===== src/sv/sgm_pkg.sv =====
package sgm_pkg;

  localparam int MAX_WIDTH_DEF  = 1024;
  localparam int MAX_HEIGHT_DEF = 4096;
  localparam int FRAME_DIM_RST  = 1024;

  localparam int PIX_W  = 8;
  localparam int FW_W   = 11;
  localparam int FH_W   = 13;
  localparam int MAG_W  = 11;
  localparam int ROWO_W = 12;
  localparam int COLO_W = 10;
  localparam int GR_W   = 11;
  localparam int SQ_W   = 22;
  localparam int RM_W   = 13;
  localparam int IT_W   = 4;
  localparam int ADDR_W = 3;
  localparam int DATA_W = 32;

  localparam int QUEUE_DEPTH = 4;
  localparam int QP_W        = 2;

  localparam logic ADDR_WIDTH_REG  = 1'b0;
  localparam logic ADDR_HEIGHT_REG = 1'b1;

  localparam logic [1:0] SLOT_UP_LEFT  = 2'd0;
  localparam logic [1:0] SLOT_UP_EDGE  = 2'd1;
  localparam logic [1:0] SLOT_CUR_LEFT = 2'd2;
  localparam logic [1:0] SLOT_CUR_EDGE = 2'd3;

  localparam logic [IT_W-1:0] ROOT_LAST = IT_W'(MAG_W - 1);

  typedef logic [2:0][PIX_W-1:0] col_t;
  typedef logic [2:0][2:0][PIX_W-1:0] win_t;

  typedef struct packed {
    logic [FW_W-1:0] width;
    logic [FH_W-1:0] height;
    logic            restart;
  } cfg_t;

  typedef struct packed {
    col_t              lcol;
    col_t              mcol;
    col_t              rcol;
    logic [ROWO_W-1:0] row;
    logic [COLO_W-1:0] col;
    logic              last;
  } job_t;

  typedef struct packed {
    logic full;
    logic valid;
  } q_stat_t;

  typedef enum logic [1:0] {
    F_IDLE,
    F_LOAD,
    F_EMIT
  } front_state_t;

  typedef enum logic [2:0] {
    B_IDLE,
    B_GRAD,
    B_SQ,
    B_ROOT,
    B_DONE
  } back_state_t;

  function automatic logic signed [GR_W-1:0] sext(input logic [PIX_W-1:0] p);
    return signed'({{(GR_W - PIX_W){1'b0}}, p});
  endfunction

endpackage


===== src/sv/sgm_queue.sv =====
module sgm_queue (
  input  logic             clk,
  input  logic             rst_n,
  input  logic             push,
  input  sgm_pkg::job_t    push_job,
  input  logic             pop,
  output sgm_pkg::job_t    head,
  output sgm_pkg::q_stat_t stat
);

  sgm_pkg::job_t q_r [sgm_pkg::QUEUE_DEPTH];
  logic [sgm_pkg::QP_W-1:0] wp_r, rp_r;
  logic [sgm_pkg::QP_W:0]   cnt_r;

  assign head       = q_r[rp_r];
  assign stat.full  = (cnt_r == (sgm_pkg::QP_W + 1)'(sgm_pkg::QUEUE_DEPTH));
  assign stat.valid = (cnt_r != '0);

  always_ff @(posedge clk) begin
    if (push) begin
      q_r[wp_r] <= push_job;
    end
  end

  always_ff @(posedge clk) begin
    if (!rst_n) begin
      wp_r  <= '0;
      rp_r  <= '0;
      cnt_r <= '0;
    end else begin
      if (push) begin
        wp_r <= wp_r + sgm_pkg::QP_W'(1);
      end
      if (pop) begin
        rp_r <= rp_r + sgm_pkg::QP_W'(1);
      end
      if (push && !pop) begin
        cnt_r <= cnt_r + (sgm_pkg::QP_W + 1)'(1);
      end else if (pop && !push) begin
        cnt_r <= cnt_r - (sgm_pkg::QP_W + 1)'(1);
      end
    end
  end

endmodule


===== config.mk =====
export PLATFORM = sky130hd
export DESIGN_NAME = sgm_queue
export DESIGN_NICKNAME = d
export VERILOG_FILES = /design/src/sv/sgm_pkg.sv /design/src/sv/sgm_queue.sv
export SDC_FILE = /design/constraint.sdc
export NUM_CORES = 1
export LEC_CHECK = 0
export BUFFER_PORTS_ARGS = -buffer_cell sky130_fd_sc_hd__buf_2
export CORE_UTILIZATION = 51
export CTS_CLUSTER_SIZE = 14
export DETAILED_ROUTE_END_ITERATION = 8
export HOLD_SLACK_MARGIN = 0.15
export PLACE_DENSITY = 0.85
export SLEW_MARGIN = 40
export SYNTH_ARGS = -nofsm -noshare
export SYNTH_HDL_FRONTEND = slang
export SYNTH_SLANG_ARGS = --single-unit

===== constraint.sdc =====
create_clock -name clk -period 3.1 [get_ports clk]
set_clock_uncertainty 0.1 [all_clocks]
set_input_delay 0.62 -clock clk [delete_from_list [all_inputs] [get_ports clk]]
set_output_delay 0.62 -clock clk [all_outputs]
set_load 0.02 [all_outputs]

==> results.yml <==
clock_tree:
  clockBufferDepth: 3
  postCtsHoldBufs: 0
  postCtsSetupRepairBufs: 0
  clkLatencyLatePin_ps: 510
  cts.repair.resized: 0
  clockRootBuffer: "clkbuf_16"
  numClockSinks: 389
  numCtsBuffers: 40
  cts_tree: "yes"
  path_clk_slew_ps: 60
  htree_num_levels: 2
critical_path:
  crit_fanout: 30
  critPathKind: "reg -> out"
  reg2reg_to: "q_r[0][93]"
  cp.required_ps: 2380
  r2r_start: "wp_r[0]"
  worstPathArrival_ps: 2150
  start_kind: "register"
  reg2reg_slack_ps: 1230
  reg2regPathDepth: 4
  cp-endpoint: "head[37]"
  cp-end-kind: "primary output"
sta:
  setup_violations: 0
  rsz0062_at_grt: "false"
  hold_ws_ps: 221
  min_period_ps: 2870
  slew_headroom: 0.543
  setup_tns_ps: 0
  maxSlewViolCount: 0
  worst_slew_pin_slew_ps: 686
  finalHoldViolations: 0
  fmax_ghz: 0.348
  finalCritPeriodShare: 0.926
grt:
  grt_overflow: 0
  grt_pass1_wl_mm: 39.7
  antenna_found_initial: 5
  first_global_vias: 7042
  grt_usage: 0.189
  grt_max_degree: 51
logic_synthesis:
  netlist_area_mm2: 0.0142
  ys_warn_count: 0
  synth_edf_count: 380
  syn_inst: 540
  syn_avg_cell_area_um2: 26.3
  ys_seq_elements: 389
  syn_nets: 645
  synth-seq-area-share: 0.816
  synth_top_area_frac: 0.804
  synthTopCellsByCount: "edfxtp_1, mux4_2, buf_2, and2_1, dfxtp_1"
  synthDistinctLibCells: 20
  synth-main-ff-cell: "edfxtp_1"
  yosysTopAreaCell: "edfxtp_1"
  yosysMostFrequentCell: "edfxtp_1"
  synth_area_leaders: "edfxtp_1, mux4_2, dfxtp_1"
  async_flop_share: 0
worst_hold_path:
  min_path_cells: 1
  hold_path_class: "in -> reg"
detailed_routing:
  ant_nets: 0
  drc: 0
  drtPass1Iterations: 4
  finalWirelength_mm: 26.1
  drtIter0Drc: 360
  wire_per_inst_um: 22.2
  routed_via_density: 5.49
  routed-via-count: 6446
finish:
  final_area_mm2: 0.0169
  fill_cells: 1801
  area_delta_synth_final_pct: 19.0
  fin_nets: 879
  drive_gt1_frac: 0.458
floorplan:
  die-area_mm2: 0.0285
  core_area_mm2: 0.0271
  rows: 60
  dieHeight_um: 169
  io_pins: 196
  die_w_um: 169
  start_util: 0.524
placed_design:
  port_buffers: 195
  placed_cell_area_mm2: 0.0157
  gp_congestion: 0.707
  dp_hpwl_mm: 16.3
pwr:
  p_leak_nw: 5.70
  ir_drop_mv: 0.561
  cellPowerDensity_mw_per_mm2: 690
flow_run:
  cap_violations: 0
status:
  status: "finished clean"
-- stage by stage --
stage               setup slack [ps]   util  cells  power (mW)
floorplan                        762      -    540        7.04
global placement                 719  0.580   1104        7.47
detailed placement               721  0.580   1104        7.52
CTS                              171  0.624   1173        11.8
global route                    99.0  0.624   1175        12.0
finish                           230  0.624   1175        11.7
-- layout by cell type, fill, tap and decap left out, types with 3 or more instances in the layout --
cell,instances
edfxtp_1,380
buf_2,195
mux4_2,95
clkbuf_16,41
buf_12,10
clkbuf_1,9
buf_4,9
clkinv_1,8
dfxtp_1,7
clkinv_2,6
and2_1,5
ha_1,5
inv_1,4
and2_4,4
xor2_1,3
-- cell type report --
cell class	instances	area, µm²	area share
Sequential cell	389	11600	0.686
Inverter	4	15.0	0.000888
Clock buffer	52	1090	0.0643
Multi-Input combinational cell	125	2400	0.142
Antenna cell	2	5.00	0.000296
Tap cell	372	465	0.0275
Timing Repair Buffer	214	1240	0.0736
Clock inverter	17	86.3	0.00511
-- flip-flops by register name (all words and copies together) (netlist names), named ones only --
signal / count
cnt_r: 3
wp_r: 2
q_r: 380
rp_r: 2
-- kinds of logic after synthesis --
logic type | synth area share
and+or+nand+nor | 0.00652
AOI/OAI and AO/OA | 0.000881
DFF | 0.816
buffers and inverters | 0.0152
xor gates and xnor gates | 0.00308
adders and majority gates | 0.00582
muxes | 0.152
-- per-layer routing --
metal	track usage	vias to the layer above	wire (µm)
li1	-	2796	-
met1	0.245	3409	10700
met2	0.318	193	13400
met3	0.0447	44	1500
met4	0.0613	4	510
met5	0	-	23
-- how the worst min path moves through the flow --
stage,start,end,slack [ps]
after floorplan,cnt_r[2],cnt_r[2],370
after global placement,cnt_r[2],cnt_r[2],390
after detailed placement,cnt_r[2],cnt_r[2],430
after CTS,push_job[73],q_r[2][73],190
after global routing,push_job[73],q_r[2][73],200
final,push_job[83],q_r[1][83],220
-- worst max-delay path, cell delays in order, from the launching register on --
cell and delay, ps:
dfxtp_4 570, buf_12 300, mux4_2 560, buf_2 180
-- report_power, final --
group | total (mW) | switching [mW] | internal (mW)
registers | 6.13 | 0.0870 | 6.04
clock network | 4.27 | 1.81 | 2.47
logic | 1.26 | 0.729 | 0.528
Power figures use the tool's default switching activity.
