==> src/sv/sgm_pkg.sv <==
package sgm_pkg;

  localparam int MAX_WIDTH_DEF  = 1024;
  localparam int MAX_HEIGHT_DEF = 4096;
  localparam int FRAME_DIM_RST  = 1024;

  localparam int PIX_W  = 8;
  localparam int FW_W   = 11;
  localparam int FH_W   = 13;
  localparam int MAG_W  = 11;
  localparam int ROWO_W = 12;
  localparam int COLO_W = 10;
  localparam int GR_W   = 11;
  localparam int SQ_W   = 22;
  localparam int RM_W   = 13;
  localparam int IT_W   = 4;
  localparam int ADDR_W = 3;
  localparam int DATA_W = 32;

  localparam int QUEUE_DEPTH = 4;
  localparam int QP_W        = 2;

  localparam logic ADDR_WIDTH_REG  = 1'b0;
  localparam logic ADDR_HEIGHT_REG = 1'b1;

  localparam logic [1:0] SLOT_UP_LEFT  = 2'd0;
  localparam logic [1:0] SLOT_UP_EDGE  = 2'd1;
  localparam logic [1:0] SLOT_CUR_LEFT = 2'd2;
  localparam logic [1:0] SLOT_CUR_EDGE = 2'd3;

  localparam logic [IT_W-1:0] ROOT_LAST = IT_W'(MAG_W - 1);

  typedef logic [2:0][PIX_W-1:0] col_t;
  typedef logic [2:0][2:0][PIX_W-1:0] win_t;

  typedef struct packed {
    logic [FW_W-1:0] width;
    logic [FH_W-1:0] height;
    logic            restart;
  } cfg_t;

  typedef struct packed {
    col_t              lcol;
    col_t              mcol;
    col_t              rcol;
    logic [ROWO_W-1:0] row;
    logic [COLO_W-1:0] col;
    logic              last;
  } job_t;

  typedef struct packed {
    logic full;
    logic valid;
  } q_stat_t;

  typedef enum logic [1:0] {
    F_IDLE,
    F_LOAD,
    F_EMIT
  } front_state_t;

  typedef enum logic [2:0] {
    B_IDLE,
    B_GRAD,
    B_SQ,
    B_ROOT,
    B_DONE
  } back_state_t;

  function automatic logic signed [GR_W-1:0] sext(input logic [PIX_W-1:0] p);
    return signed'({{(GR_W - PIX_W){1'b0}}, p});
  endfunction

endpackage

==> src/sv/sgm_back.sv <==
module sgm_back (
  input  logic                        clk,
  input  logic                        rst_n,
  input  sgm_pkg::q_stat_t            q_stat,
  input  sgm_pkg::job_t               head,
  output logic                        pop,
  output logic                        out_valid,
  input  logic                        out_stall,
  output logic [sgm_pkg::MAG_W-1:0]   out_magnitude,
  output logic [sgm_pkg::ROWO_W-1:0]  out_row,
  output logic [sgm_pkg::COLO_W-1:0]  out_col,
  output logic                        out_frame_last
);

  localparam int GR2 = 2 * sgm_pkg::GR_W;
  localparam int RS  = sgm_pkg::RM_W + 2;

  sgm_pkg::back_state_t st_r, st_nxt;
  sgm_pkg::job_t job_r;
  logic signed [sgm_pkg::GR_W-1:0] gx_r, gy_r, gx_nxt, gy_nxt;
  logic signed [GR2-1:0]           gxx, gyy;
  logic [sgm_pkg::SQ_W-1:0]        val_r;
  logic [sgm_pkg::RM_W-1:0]        rem_r;
  logic [sgm_pkg::MAG_W-1:0]       root_r;
  logic [sgm_pkg::IT_W-1:0]        it_r;
  logic [RS-1:0]                   rem_sh, trial;
  logic                            load_out, out_valid_r;

  always_comb begin
    gx_nxt = (sgm_pkg::sext(job_r.lcol[0]) - sgm_pkg::sext(job_r.rcol[0]))
           + ((sgm_pkg::sext(job_r.lcol[1]) - sgm_pkg::sext(job_r.rcol[1])) <<< 1)
           + (sgm_pkg::sext(job_r.lcol[2]) - sgm_pkg::sext(job_r.rcol[2]));
    gy_nxt = (sgm_pkg::sext(job_r.lcol[0]) - sgm_pkg::sext(job_r.lcol[2]))
           + ((sgm_pkg::sext(job_r.mcol[0]) - sgm_pkg::sext(job_r.mcol[2])) <<< 1)
           + (sgm_pkg::sext(job_r.rcol[0]) - sgm_pkg::sext(job_r.rcol[2]));
  end

  assign gxx    = GR2'(gx_r) * GR2'(gx_r);
  assign gyy    = GR2'(gy_r) * GR2'(gy_r);
  assign rem_sh = {rem_r, val_r[sgm_pkg::SQ_W-1 -: 2]};
  assign trial  = {{(RS - sgm_pkg::MAG_W - 2){1'b0}}, root_r, 2'b01};

  always_comb begin
    unique case (st_r)
      sgm_pkg::B_IDLE: st_nxt = q_stat.valid ? sgm_pkg::B_GRAD : sgm_pkg::B_IDLE;
      sgm_pkg::B_GRAD: st_nxt = sgm_pkg::B_SQ;
      sgm_pkg::B_SQ:   st_nxt = sgm_pkg::B_ROOT;
      sgm_pkg::B_ROOT: begin
        st_nxt = (it_r == sgm_pkg::ROOT_LAST) ? sgm_pkg::B_DONE : sgm_pkg::B_ROOT;
      end
      sgm_pkg::B_DONE: begin
        st_nxt = (!out_valid_r || !out_stall) ? sgm_pkg::B_IDLE : sgm_pkg::B_DONE;
      end
      default: st_nxt = sgm_pkg::B_IDLE;
    endcase
  end

  always_comb begin
    pop      = (st_r == sgm_pkg::B_IDLE) && q_stat.valid;
    load_out = (st_r == sgm_pkg::B_DONE) && (!out_valid_r || !out_stall);
  end

  assign out_valid = out_valid_r;

  always_ff @(posedge clk) begin
    if (pop) begin
      job_r <= head;
    end
    if (st_r == sgm_pkg::B_GRAD) begin
      gx_r <= gx_nxt;
      gy_r <= gy_nxt;
    end
    if (st_r == sgm_pkg::B_SQ) begin
      val_r  <= sgm_pkg::SQ_W'(unsigned'(gxx)) + sgm_pkg::SQ_W'(unsigned'(gyy));
      rem_r  <= '0;
      root_r <= '0;
      it_r   <= '0;
    end
    if (st_r == sgm_pkg::B_ROOT) begin
      val_r <= val_r << 2;
      it_r  <= it_r + sgm_pkg::IT_W'(1);
      if (rem_sh >= trial) begin
        rem_r  <= sgm_pkg::RM_W'(rem_sh - trial);
        root_r <= {root_r[sgm_pkg::MAG_W-2:0], 1'b1};
      end else begin
        rem_r  <= sgm_pkg::RM_W'(rem_sh);
        root_r <= {root_r[sgm_pkg::MAG_W-2:0], 1'b0};
      end
    end
    if (load_out) begin
      out_magnitude  <= root_r;
      out_row        <= job_r.row;
      out_col        <= job_r.col;
      out_frame_last <= job_r.last;
    end
  end

  always_ff @(posedge clk) begin
    if (!rst_n) begin
      st_r        <= sgm_pkg::B_IDLE;
      out_valid_r <= 1'b0;
    end else begin
      st_r <= st_nxt;
      if (load_out) begin
        out_valid_r <= 1'b1;
      end else if (!out_stall) begin
        out_valid_r <= 1'b0;
      end
    end
  end

endmodule

==> config.mk <==
export PLATFORM = sky130hd
export DESIGN_NAME = sgm_back
export DESIGN_NICKNAME = d
export VERILOG_FILES = /design/src/sv/sgm_pkg.sv /design/src/sv/sgm_back.sv
export SDC_FILE = /design/constraint.sdc
export NUM_CORES = 1
export LEC_CHECK = 0
export ABC_CLOCK_PERIOD_IN_PS = 16990
export BUFFER_PORTS_ARGS = -buffer_cell sky130_fd_sc_hd__buf_4
export CORE_UTILIZATION = 60
export DETAILED_ROUTE_END_ITERATION = 7
export GPL_TIMING_DRIVEN = 0
export PLACE_DENSITY = 0.89
export SYNTH_ARGS = -nofsm -noshare
export SYNTH_HDL_FRONTEND = slang
export SYNTH_SLANG_ARGS = --single-unit
==> constraint.sdc <==
create_clock -name clk -period 16.99 [get_ports clk]
set_clock_uncertainty 0.1 [all_clocks]
set_input_delay 1.699 -clock clk [delete_from_list [all_inputs] [get_ports clk]]
set_output_delay 1.699 -clock clk [all_outputs]
set_load 0.05 [all_outputs]
==> flow_summary.ini <==
[run_status]
status = finished, final reports clean

[setup_path]
crit_fanout = 10
end_kind = register
start_kind = register
reg2regPathDepth = 23
cp.arrival_ps = 7680
crit-reg2reg-launch = gx_r[1]$_DFFE_PP_
worst-r2r-setup-slack_ps = 9510
required_ps = 17190
worstReg2RegEnd = val_r[21]$_DFFE_PP_
critPathKind = reg -> reg

[floorplan]
die_h_um = 180
start_util_pct = 61.7
die-area_sq_mm = 0.0326
rows = 64
num_io_pins = 136
die_x_um = 180
core_area_sq_mm = 0.0310

[synthesis]
synth.distinct_cells = 67
ys_ff_latch = 197
synth.top_cell.area_share_pct = 30.0
ys.flop_type = edfxtp_1
ys_seq_area_share_pct = 30.6
syn_inst = 1766
yosysTopAreaCell = edfxtp_1
async_reset_ff_share_pct = 0
ys.warnings.count = 0
syn_area_sq_mm = 0.0191
synth_fp_nets = 2299
avgSynthCellArea_sq_um = 10.8
ys_top_cells_by_area = edfxtp_1 (30%), fa_1 (28%), ha_1 (11%), inv_1 (8.6%), xnor2_1 (2.8%)
synth_edf_count = 191

[hold_path]
worstHoldPathType = reg -> reg
hold_depth = 0
hold_start = job_r[17]$_DFFE_PP_
holdPathEnd = out_row[6]$_DFFE_PP_

[drt]
dr.first_iter.drc_count = 979
vias_per_cell = 5.62
antenna_left = 0
detail_route.wl_per_cell_um = 17.9
drt_pass1_iterations = 7
vias = 13100
remaining_drc_errors = 0
wirelength_um = 41800

[job]
cap_violations = 0

[clock_network]
cts.sinks = 197
cts_tree = built
path_clk_slew_ps = 80
cts.path.max_buffers = 2
cts_setup_buffers = 0
clk_latency_ps = 450
cts_made_buffers = 17
hold_buffers = 0
cts.repair.resized = 0
clk_root_buffer_cell = clkbuf_16
htreeDepth = 4

[timing]
worst_slew_pin_slew_ps = 719
fmax_mhz = 134
slew_viol_final = 0
setup_viol = 0
slew_headroom_pct = 52.1
fin_crit_sh_pct = 44.0
final-hold-violation-count = 0
setup_tns_ps = 0
rsz0062_at_grt = false
min_period_ps = 7480

[placement]
port_buffers = 126
dp_hpwl_um = 33800
gp_congestion = 0.909

[layout]
layout-drive-gt1-share_pct = 9.78
diodes = 0
syn2layout_area_growth_pct = 11.2
nets = 2453

[global_routing]
grtUsageTotal_pct = 27.3
grt_pass1_vias = 14500
grt_pass1_wl_um = 69800
grt_max_degree = 34
antenna_found_initial = 0
grt-ovfl-total = 0
[layout make-up]
type	instances	area, sq um
Sequential cell	197	5860
Inverter	437	1640
Multi-Input combinational cell	1093	11500
Clock inverter	14	126
Tap cell	396	495
Fill cell	1938	9750
Clock buffer	18	429
Buffer	39	176
Timing Repair Buffer	135	1060
[layout by cell type (no fill, tap or decap), types with 8 or more instances in the layout]
cell type and instances:
nand2b_1 27, and2_1 48, edfxtp_1 191, nor2b_1 31, inv_1 437, xor2_1 23, a21o_1 36, nand3_1 12
clkbuf_1 28, o21a_1 12, nor3_1 9, or3_1 11, fa_1 263, o21ai_0 29, a31oi_1 8, nor2_1 73
mux2i_1 19, clkbuf_16 17, o21bai_1 10, nand3b_1 8, ha_1 170, a21oi_1 69, xnor2_1 60, nand2_1 99
buf_4 128
[cell families (layout without fill, tap and decap cells)]
group	after synthesis	in the layout	share of synthesized area (%)
muxes	19	19	0.995
xor gates and xnor gates	84	84	3.92
DFF	197	197	30.6
adders and majority gates	433	433	38.7
and+or+nand+nor	356	356	9.53
AOI/OAI and AO/OA	201	201	6.71
buffers and inverters	476	643	9.50
[worst max-delay path, stage by stage (launching register included)]
cell	delay, ps
edfxtp_1	420
clkbuf_1	490
nand2_1	190
inv_1	160
fa_1	450
fa_1	630
inv_1	230
fa_1	530
inv_1	50
fa_1	490
fa_1	550
fa_1	500
inv_1	60
fa_1	530
inv_1	40
ha_1	270
buf_2	170
a21o_1	230
a31oi_1	150
o21ai_0	110
a31o_2	260
o31ai_1	240
mux2i_1	260
a22o_1	220
[synthesized netlist by cell type (29+ instances only)]
cell type and instances:
a21o_1 36, a21oi_1 70, and2_1 48, edfxtp_1 191, fa_1 263, ha_1 170, inv_1 437, nand2_1 99
nor2_1 73, nor2b_1 31, o21ai_0 29, xnor2_1 60
[state kept, by name, indices dropped and copies added (netlist names)]
signal	flops
gy_r	11
rem_r	13
out_magnitude	11
root_r	11
st_r	3
val_r	22
out_valid	1
it_r	4
job_r	87
out_row	12
out_frame_last	1
gx_r	11
out_col	10
[metal layers]
layer | wire [um] | track usage [%]
met1 | 16000 | 32.3
met2 | 21300 | 48.7
met3 | 2980 | 5.19
met4 | 1450 | 11.1
met5 | 0 | 0
[metrics by stage]
stage	hold slack [ps]	setup slack (ps)	cells	util, %	area (sq um)
floorplan	300	6560	1766	-	19100
global placement	300	4820	2288	66.3	20500
detailed placement	305	9520	2297	66.7	20700
CTS	316	9510	2329	68.5	21200
global route	324	9140	2329	68.5	21200
finish	318	9510	2329	68.5	21200
[worst max path at each step]
stage | cells after the start | start | slack [ps] | endpoint
floorplan | 2 | q_stat[0] | 6560 | pop
CTS | 22 | gy_r[10]$_DFFE_PP_ | 9510 | val_r[18]$_DFFE_PP_
finish | 23 | gx_r[1]$_DFFE_PP_ | 9510 | val_r[21]$_DFFE_PP_
global placement | 4 | q_stat[0] | 4820 | pop
detailed placement | 22 | gy_r[10]$_DFFE_PP_ | 9520 | val_r[18]$_DFFE_PP_
global route | 22 | gy_r[10]$_DFFE_PP_ | 9140 | val_r[18]$_DFFE_PP_
Power is not shown: default switching activity piles up to over one toggle a cycle in this logic, so the estimate is an artifact.
